==> config.mk <==
export PLATFORM = sky130hd
export DESIGN_NAME = torque_foldback_limiter
export DESIGN_NICKNAME = d
export VERILOG_FILES = /design/src/rtl/tfl_pkg.sv /design/src/rtl/tfl_prep.sv /design/src/rtl/tfl_div_step.sv /design/src/rtl/tfl_clamp.sv /design/src/rtl/torque_foldback_limiter.sv
export SDC_FILE = /design/constraint.sdc
export NUM_CORES = 2
export LEC_CHECK = 0
export BUFFER_PORTS_ARGS = -buffer_cell sky130_fd_sc_hd__buf_2
export CORE_UTILIZATION = 30
export DETAILED_ROUTE_END_ITERATION = 10
export GPL_TIMING_DRIVEN = 0
export HOLD_SLACK_MARGIN = 0.02
export PLACE_DENSITY = 0.51
export SYNTH_ARGS = -nofsm -noshare
export SYNTH_HDL_FRONTEND = slang
export SYNTH_HIERARCHICAL = 1
export SYNTH_SLANG_ARGS = --single-unit
==> constraint.sdc <==
create_clock -name clock -period 117.3 [get_ports clock]
set_input_delay 35.19 -clock clock [delete_from_list [all_inputs] [get_ports clock]]
set_output_delay 35.19 -clock clock [all_outputs]
set_load 0.02 [all_outputs]
==> src/rtl/tfl_pkg.sv <==
// Shared types and register indexes for the torque foldback limiter.
package tfl_pkg;

   typedef enum logic [2:0] {
      REGION_FULL = 3'b001,
      REGION_ZERO = 3'b010,
      REGION_RAMP = 3'b100
   } region_type;

   typedef struct packed {
      logic       valid;
      logic       enable;
      region_type region;
   } ctl_type;

   localparam int CSR_INDEX_WIDTH = 2;

   typedef enum logic [CSR_INDEX_WIDTH-1:0] {
      CSR_ENABLE = 2'd0,
      CSR_START  = 2'd1,
      CSR_END    = 2'd2,
      CSR_FULL   = 2'd3
   } csr_index_type;

endpackage

==> src/rtl/tfl_prep.sv <==
// Region classification, span and distance stage, then the limit multiply stage.
module tfl_prep import tfl_pkg::*; #(
   parameter int DATA_WIDTH = 16
) (
   input  logic                        clock,
   input  logic                        reset,
   input  logic                        advance,
   input  logic                        up_valid,
   input  logic [DATA_WIDTH-1:0]       up_req,
   input  logic [DATA_WIDTH-1:0]       up_measured,
   input  logic                        cfg_enable,
   input  logic [DATA_WIDTH-1:0]       cfg_start,
   input  logic [DATA_WIDTH-1:0]       cfg_end,
   input  logic [DATA_WIDTH-2:0]       cfg_full,
   output ctl_type                     dn_ctl,
   output logic [DATA_WIDTH-1:0]       dn_req,
   output logic [DATA_WIDTH-2:0]       dn_full,
   output logic [DATA_WIDTH-1:0]       dn_span,
   output logic [2*DATA_WIDTH-2:0]     dn_product
);

   localparam int W = DATA_WIDTH;

   logic signed [W:0]   s_x;
   logic signed [W:0]   e_x;
   logic signed [W:0]   x_x;
   logic signed [W:0]   e_minus_s;
   logic signed [W:0]   s_minus_e;
   logic signed [W:0]   e_minus_x;
   logic signed [W:0]   x_minus_e;

   ctl_type             ctl1_in, ctl1_ff;
   logic [W-1:0]        req1_ff;
   logic [W-2:0]        full1_ff;
   logic [W-1:0]        span1_in, span1_ff;
   logic [W-1:0]        dist1_in, dist1_ff;

   ctl_type             ctl2_ff;
   logic [W-1:0]        req2_ff;
   logic [W-2:0]        full2_ff;
   logic [W-1:0]        span2_ff;
   logic [2*W-2:0]      product2_in, product2_ff;

   assign s_x       = signed'({cfg_start[W-1], cfg_start});
   assign e_x       = signed'({cfg_end[W-1], cfg_end});
   assign x_x       = signed'({up_measured[W-1], up_measured});
   assign e_minus_s = e_x - s_x;
   assign s_minus_e = s_x - e_x;
   assign e_minus_x = e_x - x_x;
   assign x_minus_e = x_x - e_x;

   always_comb begin
      ctl1_in.valid  = up_valid;
      ctl1_in.enable = cfg_enable;
      ctl1_in.region = REGION_ZERO;
      span1_in       = '0;
      dist1_in       = '0;
      if (s_x <= e_x) begin
         span1_in = e_minus_s[W-1:0];
         priority if (x_x <= s_x) begin
            ctl1_in.region = REGION_FULL;
         end else if (x_x >= e_x) begin
            ctl1_in.region = REGION_ZERO;
         end else begin
            ctl1_in.region = REGION_RAMP;
            dist1_in       = e_minus_x[W-1:0];
         end
      end else begin
         span1_in = s_minus_e[W-1:0];
         priority if (x_x >= s_x) begin
            ctl1_in.region = REGION_FULL;
         end else if (x_x <= e_x) begin
            ctl1_in.region = REGION_ZERO;
         end else begin
            ctl1_in.region = REGION_RAMP;
            dist1_in       = x_minus_e[W-1:0];
         end
      end
   end

   assign product2_in = full1_ff * dist1_ff;

   always_ff @(posedge clock) begin
      if (reset) begin
         ctl1_ff.valid <= 1'b0;
         ctl2_ff.valid <= 1'b0;
      end else if (advance) begin
         ctl1_ff.valid <= ctl1_in.valid;
         ctl2_ff.valid <= ctl1_ff.valid;
      end
   end

   always_ff @(posedge clock) begin
      if (advance) begin
         ctl1_ff.enable <= ctl1_in.enable;
         ctl1_ff.region <= ctl1_in.region;
         req1_ff        <= up_req;
         full1_ff       <= cfg_full;
         span1_ff       <= span1_in;
         dist1_ff       <= dist1_in;
         ctl2_ff.enable <= ctl1_ff.enable;
         ctl2_ff.region <= ctl1_ff.region;
         req2_ff        <= req1_ff;
         full2_ff       <= full1_ff;
         span2_ff       <= span1_ff;
         product2_ff    <= product2_in;
      end
   end

   assign dn_ctl     = ctl2_ff;
   assign dn_req     = req2_ff;
   assign dn_full    = full2_ff;
   assign dn_span    = span2_ff;
   assign dn_product = product2_ff;

   a_ramp_dist_below_span: assert property (
      @(posedge clock) disable iff (reset)
      (ctl1_ff.valid && ctl1_ff.region == REGION_RAMP) |-> (dist1_ff < span1_ff)
   ) else $error("ramp distance not below span");

endmodule

==> src/rtl/tfl_div_step.sv <==
// One restoring division step of the limit quotient, with its pipeline register.
module tfl_div_step import tfl_pkg::*; #(
   parameter int DATA_WIDTH = 16
) (
   input  logic                  clock,
   input  logic                  reset,
   input  logic                  advance,
   input  ctl_type               up_ctl,
   input  logic [DATA_WIDTH-1:0] up_req,
   input  logic [DATA_WIDTH-2:0] up_full,
   input  logic [DATA_WIDTH-1:0] up_span,
   input  logic [DATA_WIDTH-1:0] up_rem,
   input  logic [DATA_WIDTH-2:0] up_low,
   output ctl_type               dn_ctl,
   output logic [DATA_WIDTH-1:0] dn_req,
   output logic [DATA_WIDTH-2:0] dn_full,
   output logic [DATA_WIDTH-1:0] dn_span,
   output logic [DATA_WIDTH-1:0] dn_rem,
   output logic [DATA_WIDTH-2:0] dn_low
);

   localparam int W = DATA_WIDTH;

   logic [W:0]   trial;
   logic [W:0]   diff;
   logic         take;
   logic [W-1:0] rem_in;
   logic [W-2:0] low_in;

   ctl_type      ctl_ff;
   logic [W-1:0] req_ff;
   logic [W-2:0] full_ff;
   logic [W-1:0] span_ff;
   logic [W-1:0] rem_ff;
   logic [W-2:0] low_ff;

   assign trial  = {up_rem, up_low[W-2]};
   assign diff   = trial - {1'b0, up_span};
   assign take   = (trial >= {1'b0, up_span});
   assign rem_in = take ? diff[W-1:0] : trial[W-1:0];
   assign low_in = {up_low[W-3:0], take};

   always_ff @(posedge clock) begin
      if (reset) begin
         ctl_ff.valid <= 1'b0;
      end else if (advance) begin
         ctl_ff.valid <= up_ctl.valid;
      end
   end

   always_ff @(posedge clock) begin
      if (advance) begin
         ctl_ff.enable <= up_ctl.enable;
         ctl_ff.region <= up_ctl.region;
         req_ff        <= up_req;
         full_ff       <= up_full;
         span_ff       <= up_span;
         rem_ff        <= rem_in;
         low_ff        <= low_in;
      end
   end

   assign dn_ctl  = ctl_ff;
   assign dn_req  = req_ff;
   assign dn_full = full_ff;
   assign dn_span = span_ff;
   assign dn_rem  = rem_ff;
   assign dn_low  = low_ff;

   a_rem_below_span: assert property (
      @(posedge clock) disable iff (reset)
      ctl_ff.valid |-> ((rem_ff < span_ff) || (span_ff == '0))
   ) else $error("partial remainder not below span");

endmodule

==> src/rtl/tfl_clamp.sv <==
// Limit selection, symmetric torque clamp and output register.
module tfl_clamp import tfl_pkg::*; #(
   parameter int DATA_WIDTH = 16
) (
   input  logic                  clock,
   input  logic                  reset,
   input  logic                  advance,
   input  ctl_type               up_ctl,
   input  logic [DATA_WIDTH-1:0] up_req,
   input  logic [DATA_WIDTH-2:0] up_full,
   input  logic [DATA_WIDTH-2:0] up_quot,
   output logic                  rsp_valid,
   output logic [DATA_WIDTH-1:0] rsp_limited_torque,
   output logic [DATA_WIDTH-2:0] rsp_torque_limit
);

   localparam int W = DATA_WIDTH;

   logic [W-2:0]      lim_in;
   logic signed [W:0] req_x;
   logic signed [W:0] lim_x;
   logic signed [W:0] neg_lim_x;
   logic [W-1:0]      res_in;

   logic              valid_ff;
   logic [W-1:0]      res_ff;
   logic [W-2:0]      lim_ff;

   logic signed [W:0] res_chk;
   logic signed [W:0] lim_chk;

   always_comb begin
      lim_in = '0;
      if (up_ctl.enable) begin
         unique case (up_ctl.region)
            REGION_FULL: lim_in = up_full;
            REGION_ZERO: lim_in = '0;
            REGION_RAMP: lim_in = up_quot;
            default:     lim_in = '0;
         endcase
      end
   end

   assign req_x     = signed'({up_req[W-1], up_req});
   assign lim_x     = signed'({2'b00, lim_in});
   assign neg_lim_x = -lim_x;

   always_comb begin
      res_in = up_req;
      if (up_ctl.enable) begin
         priority if (req_x > lim_x) begin
            res_in = lim_x[W-1:0];
         end else if (req_x < neg_lim_x) begin
            res_in = neg_lim_x[W-1:0];
         end
      end
   end

   always_ff @(posedge clock) begin
      if (reset) begin
         valid_ff <= 1'b0;
      end else if (advance) begin
         valid_ff <= up_ctl.valid;
      end
   end

   always_ff @(posedge clock) begin
      if (advance) begin
         res_ff <= res_in;
         lim_ff <= lim_in;
      end
   end

   assign rsp_valid          = valid_ff;
   assign rsp_limited_torque = res_ff;
   assign rsp_torque_limit   = lim_ff;

   assign res_chk = signed'({res_ff[W-1], res_ff});
   assign lim_chk = signed'({2'b00, lim_ff});

   a_result_within_limit: assert property (
      @(posedge clock) disable iff (reset)
      (valid_ff && lim_ff != '0) |-> ((res_chk <= lim_chk) && (res_chk >= -lim_chk))
   ) else $error("limited torque outside the reported limit");

endmodule

==> src/rtl/torque_foldback_limiter.sv <==
// Top level of the torque foldback limiter: configuration registers and pipeline.
//
// Usage:
//   Input channel req_* carries a requested torque and a measured value (signed).
//   Result channel rsp_* returns the torque clamped to +/- the foldback limit and
//   the limit itself (zero when disabled). Both channels use valid/ready.
//   The csr_* port writes enable, start, end and full torque; write only while
//   no transaction is in flight.
// Pipeline: one classification stage, one multiply stage, DATA_WIDTH - 1 restoring
//   division stages (one quotient bit each) and one clamp/output stage.
// Throughput: one transaction per cycle outside stalls; every stage holds one.
// Reset: synchronous; clears all valid bits and all configuration registers,
//   so the block comes up disabled and passes torque through.
// Stall: while rsp_valid is high and rsp_ready low, the whole pipeline holds and
//   req_ready drops; nothing is dropped or repeated.
module torque_foldback_limiter import tfl_pkg::*; #(
   parameter int DATA_WIDTH = 16
) (
   input  logic                       clock,
   input  logic                       reset,
   input  logic                       req_valid,
   output logic                       req_ready,
   input  logic [DATA_WIDTH-1:0]      req_requested_torque,
   input  logic [DATA_WIDTH-1:0]      req_measured_value,
   output logic                       rsp_valid,
   input  logic                       rsp_ready,
   output logic [DATA_WIDTH-1:0]      rsp_limited_torque,
   output logic [DATA_WIDTH-2:0]      rsp_torque_limit,
   input  logic                       csr_we,
   input  logic [CSR_INDEX_WIDTH-1:0] csr_index,
   input  logic [DATA_WIDTH-1:0]      csr_wdata
);

   localparam int W = DATA_WIDTH;

   logic          advance;

   logic          enable_ff;
   logic [W-1:0]  start_ff;
   logic [W-1:0]  end_ff;
   logic [W-2:0]  full_ff;

   ctl_type       ctl_s  [0:W-1];
   logic [W-1:0]  req_s  [0:W-1];
   logic [W-2:0]  full_s [0:W-1];
   logic [W-1:0]  span_s [0:W-1];
   logic [W-1:0]  rem_s  [0:W-1];
   logic [W-2:0]  low_s  [0:W-1];
   logic [2*W-2:0] product;

   assign advance   = !rsp_valid || rsp_ready;
   assign req_ready = advance;

   always_ff @(posedge clock) begin
      if (reset) begin
         enable_ff <= 1'b0;
         start_ff  <= '0;
         end_ff    <= '0;
         full_ff   <= '0;
      end else if (csr_we) begin
         unique case (csr_index_type'(csr_index))
            CSR_ENABLE: enable_ff <= csr_wdata[0];
            CSR_START:  start_ff  <= csr_wdata;
            CSR_END:    end_ff    <= csr_wdata;
            CSR_FULL:   full_ff   <= csr_wdata[W-2:0];
            default:    ;
         endcase
      end
   end

   tfl_prep #(.DATA_WIDTH(W)) u_prep (
      .clock       (clock),
      .reset       (reset),
      .advance     (advance),
      .up_valid    (req_valid),
      .up_req      (req_requested_torque),
      .up_measured (req_measured_value),
      .cfg_enable  (enable_ff),
      .cfg_start   (start_ff),
      .cfg_end     (end_ff),
      .cfg_full    (full_ff),
      .dn_ctl      (ctl_s[0]),
      .dn_req      (req_s[0]),
      .dn_full     (full_s[0]),
      .dn_span     (span_s[0]),
      .dn_product  (product)
   );

   assign rem_s[0] = product[2*W-2:W-1];
   assign low_s[0] = product[W-2:0];

   for (genvar k = 1; k < W; k++) begin : g_div
      tfl_div_step #(.DATA_WIDTH(W)) u_step (
         .clock   (clock),
         .reset   (reset),
         .advance (advance),
         .up_ctl  (ctl_s[k-1]),
         .up_req  (req_s[k-1]),
         .up_full (full_s[k-1]),
         .up_span (span_s[k-1]),
         .up_rem  (rem_s[k-1]),
         .up_low  (low_s[k-1]),
         .dn_ctl  (ctl_s[k]),
         .dn_req  (req_s[k]),
         .dn_full (full_s[k]),
         .dn_span (span_s[k]),
         .dn_rem  (rem_s[k]),
         .dn_low  (low_s[k])
      );
   end

   tfl_clamp #(.DATA_WIDTH(W)) u_clamp (
      .clock              (clock),
      .reset              (reset),
      .advance            (advance),
      .up_ctl             (ctl_s[W-1]),
      .up_req             (req_s[W-1]),
      .up_full            (full_s[W-1]),
      .up_quot            (low_s[W-1]),
      .rsp_valid          (rsp_valid),
      .rsp_limited_torque (rsp_limited_torque),
      .rsp_torque_limit   (rsp_torque_limit)
   );

   a_stall_freezes_pipe: assert property (
      @(posedge clock) disable iff (reset)
      (rsp_valid && !rsp_ready) |=> ($stable(ctl_s[W-1]) && $stable(low_s[W-1]))
   ) else $error("pipeline moved during output stall");

endmodule

==> impl_metrics.ini <==
[timing]
fmax_ghz = 0.0137
period_minus_slack_ns = 72.79
worst_slack_ns = 44.51
finalCritPeriodShare_pct = 62.1
hold_viol = 0
fin_hold_ws_ns = 0.381
slew_viol_final = 0
tightest_slew_ns = 1.13
clock_skew_ns = 0.0394
setup_viol = 0
rsz0062_at_grt = no
max_slew_margin_pct = 24.3

[pwr]
p_leak_nw = 35.6
switchingPower_w = 0.000793
clockPowerShare_pct = 22.0
power_density_nw_per_um2 = 26.5
peakVddDrop_mv = 0.0165
seq_power_share_pct = 35.3
switching_share_pct = 35.0
p_int_w = 0.00147
power_frac_comb_pct = 42.7

[final_layout]
fin_nets = 6491
finalCoreUtilization_pct = 34.6
synthToLayoutAreaGrowth_pct = 14.0
drive_gt1_share_pct = 13.5

[global_routing]
grtUsageTotal_pct = 12.6
grt_pass1_wl_um = 248000
grt_max_degree = 75
antenna_found_initial = 6
first_global_vias = 44152
gr-usage-met3_pct = 1.83
grtUsageMet1_pct = 14.2
grt_use_met2_pct = 23.5
grt-busiest-layer = met2
grt.overflow.total = 0

[clocking]
cts_setup_buffers = 0
clkTransAtPathRegs_ns = 0.06
cts_tree = done
clock_sinks = 1444
cts_made_buffers = 159
cts_root_buf = clkbuf_16
clk_latency_ns = 0.80
htreeDepth = 4
clk_path_buf_depth = 3
postCtsResizedCells = 0
ctsHoldBuffers = 0

[detailed_routing]
first_pass_iters = 5
postRouteAntennaNets = 0
drc = 0
drt-initial-drc-count = 2351
drt_wl_total_um = 160000
num_vias = 42938
detail_route.wl_per_cell_um = 17.3
avgViaCountPerCell = 4.65

[floorplan]
ios = 88
die_w_um = 501
dieHeight_um = 501
rows = 182
coreArea_um2 = 247000
start_util_pct = 30.3
die-area_um2 = 251000

[setup_path]
cp-end-kind = primary output
crit_fanout = 69
start_kind = input pin
arrival_ns = 37.60
reg2reg_slack_ns = 110.22
cp_common_cell = buf_16
path_class = in -> out
slowest_stage = buf_16
crit_family = buffers and inverters
crit_chain = buf_2 > nand2b_4 > buf_16 > buf_16 > buf_16 > buf_16 > buf_16 > buf_2
critical_path_buf_inv_count = 7
crit_path_max_incr_delay_ns = 0.34
required_ns = 82.11

[logic_synthesis]
netlist_area_um2 = 74800
syn_avg_cell_area_um2 = 13.5
ys.warnings.count = 6
synthCells = 5523
syn_nets = 6221

[placement]
gp_routability_congestion = 0.843
port_buffers = 87
dp_hpwl_um = 120000
dp_slack_ns = 44.47

[run]
maxCapViolCount = 0

[run_status]
status = completed

[hold_path]
hp-class = reg -> reg
-- per-layer routing --
metal | part of all wire [%] | up-vias
met2 | 53 | 745
met4 | 3.5 | 0
met3 | 3.3 | 290
met5 | 0 | -
met1 | 40 | 21056
li1 | - | 20847
-- placed cells by master, fill, tap and decap left out, types with 81 or more instances in the layout --
cell type  count
a21oi_1      218
mux2i_1      132
and2_1       142
inv_1        649
edfxtp_1    1378
mux2_2       114
o21ai_0      183
a21o_1        81
ha_1         445
fa_1         198
nand2b_1      87
o21a_1        90
mux2_4        84
nand2_1      262
buf_2        128
clkbuf_16    161
xnor2_1       92
nor2_1       164
nor3_1        87
clkbuf_1     115
-- power by group through the flow --
| stage | combinational [W] | sequential, W | clock (W) |
|---|---|---|---|
| floorplan | 0.000763 | 0.000777 | 0 |
| global placement | 0.000951 | 0.000811 | 0 |
| detailed placement | 0.000963 | 0.000813 | 0 |
| CTS | 0.000971 | 0.000803 | 0.000517 |
| global route | 0.00106 | 0.000813 | 0.000537 |
| finish | 0.000967 | 0.000800 | 0.000497 |
-- state kept, by name, summed over array words and instances (netlist names), 31 cells and up --
register and count:
g_div.u_step/dn_ctl 75, g_div.u_step/dn_full 225, g_div.u_step/dn_low 225, g_div.u_step/dn_rem 224
g_div.u_step/dn_req 240, g_div.u_step/dn_span 224, u_prep/dn_product 31
-- cell type report --
cell class                      count  area [um^2]
Fill cell                       23971       162000
Inverter                          650         2440
Buffer                            152          825
Clock inverter                     97         1120
Multi-Input combinational cell   3277        28900
Clock buffer                      194         4160
Antenna cell                        1         2.50
Tap cell                         3312         4140
Sequential cell                  1444        42700
Timing Repair Buffer              109         1040
-- worst paths after layout --
check	startpoint	end	cells past startpoint
min reg2reg	g_div[2].u_step/dn_full[9]$_DFFE_PP_	g_div[3].u_step/dn_full[9]$_DFFE_PP_	0
max	rsp_ready	req_ready	8
max reg2reg	u_prep/dist1_ff[9]$_DFFE_PP_	u_prep/dn_product[27]$_DFFE_PP_	22
min	g_div[2].u_step/dn_full[9]$_DFFE_PP_	g_div[3].u_step/dn_full[9]$_DFFE_PP_	0
-- stage by stage --
stage	power, W	cell area (um^2)	instances	TNS (ns)
2_1_floorplan	0.00154	74800	5523	0
3_3_place_gp	0.00176	79400	8922	-5.43
3_5_place_dp	0.00178	80000	8944	0
4_1_cts	0.00229	85300	9235	0
5_1_grt	0.00241	85300	9236	0
6_report	0.00226	85300	9236	0
Power figures use the tool's default switching activity.
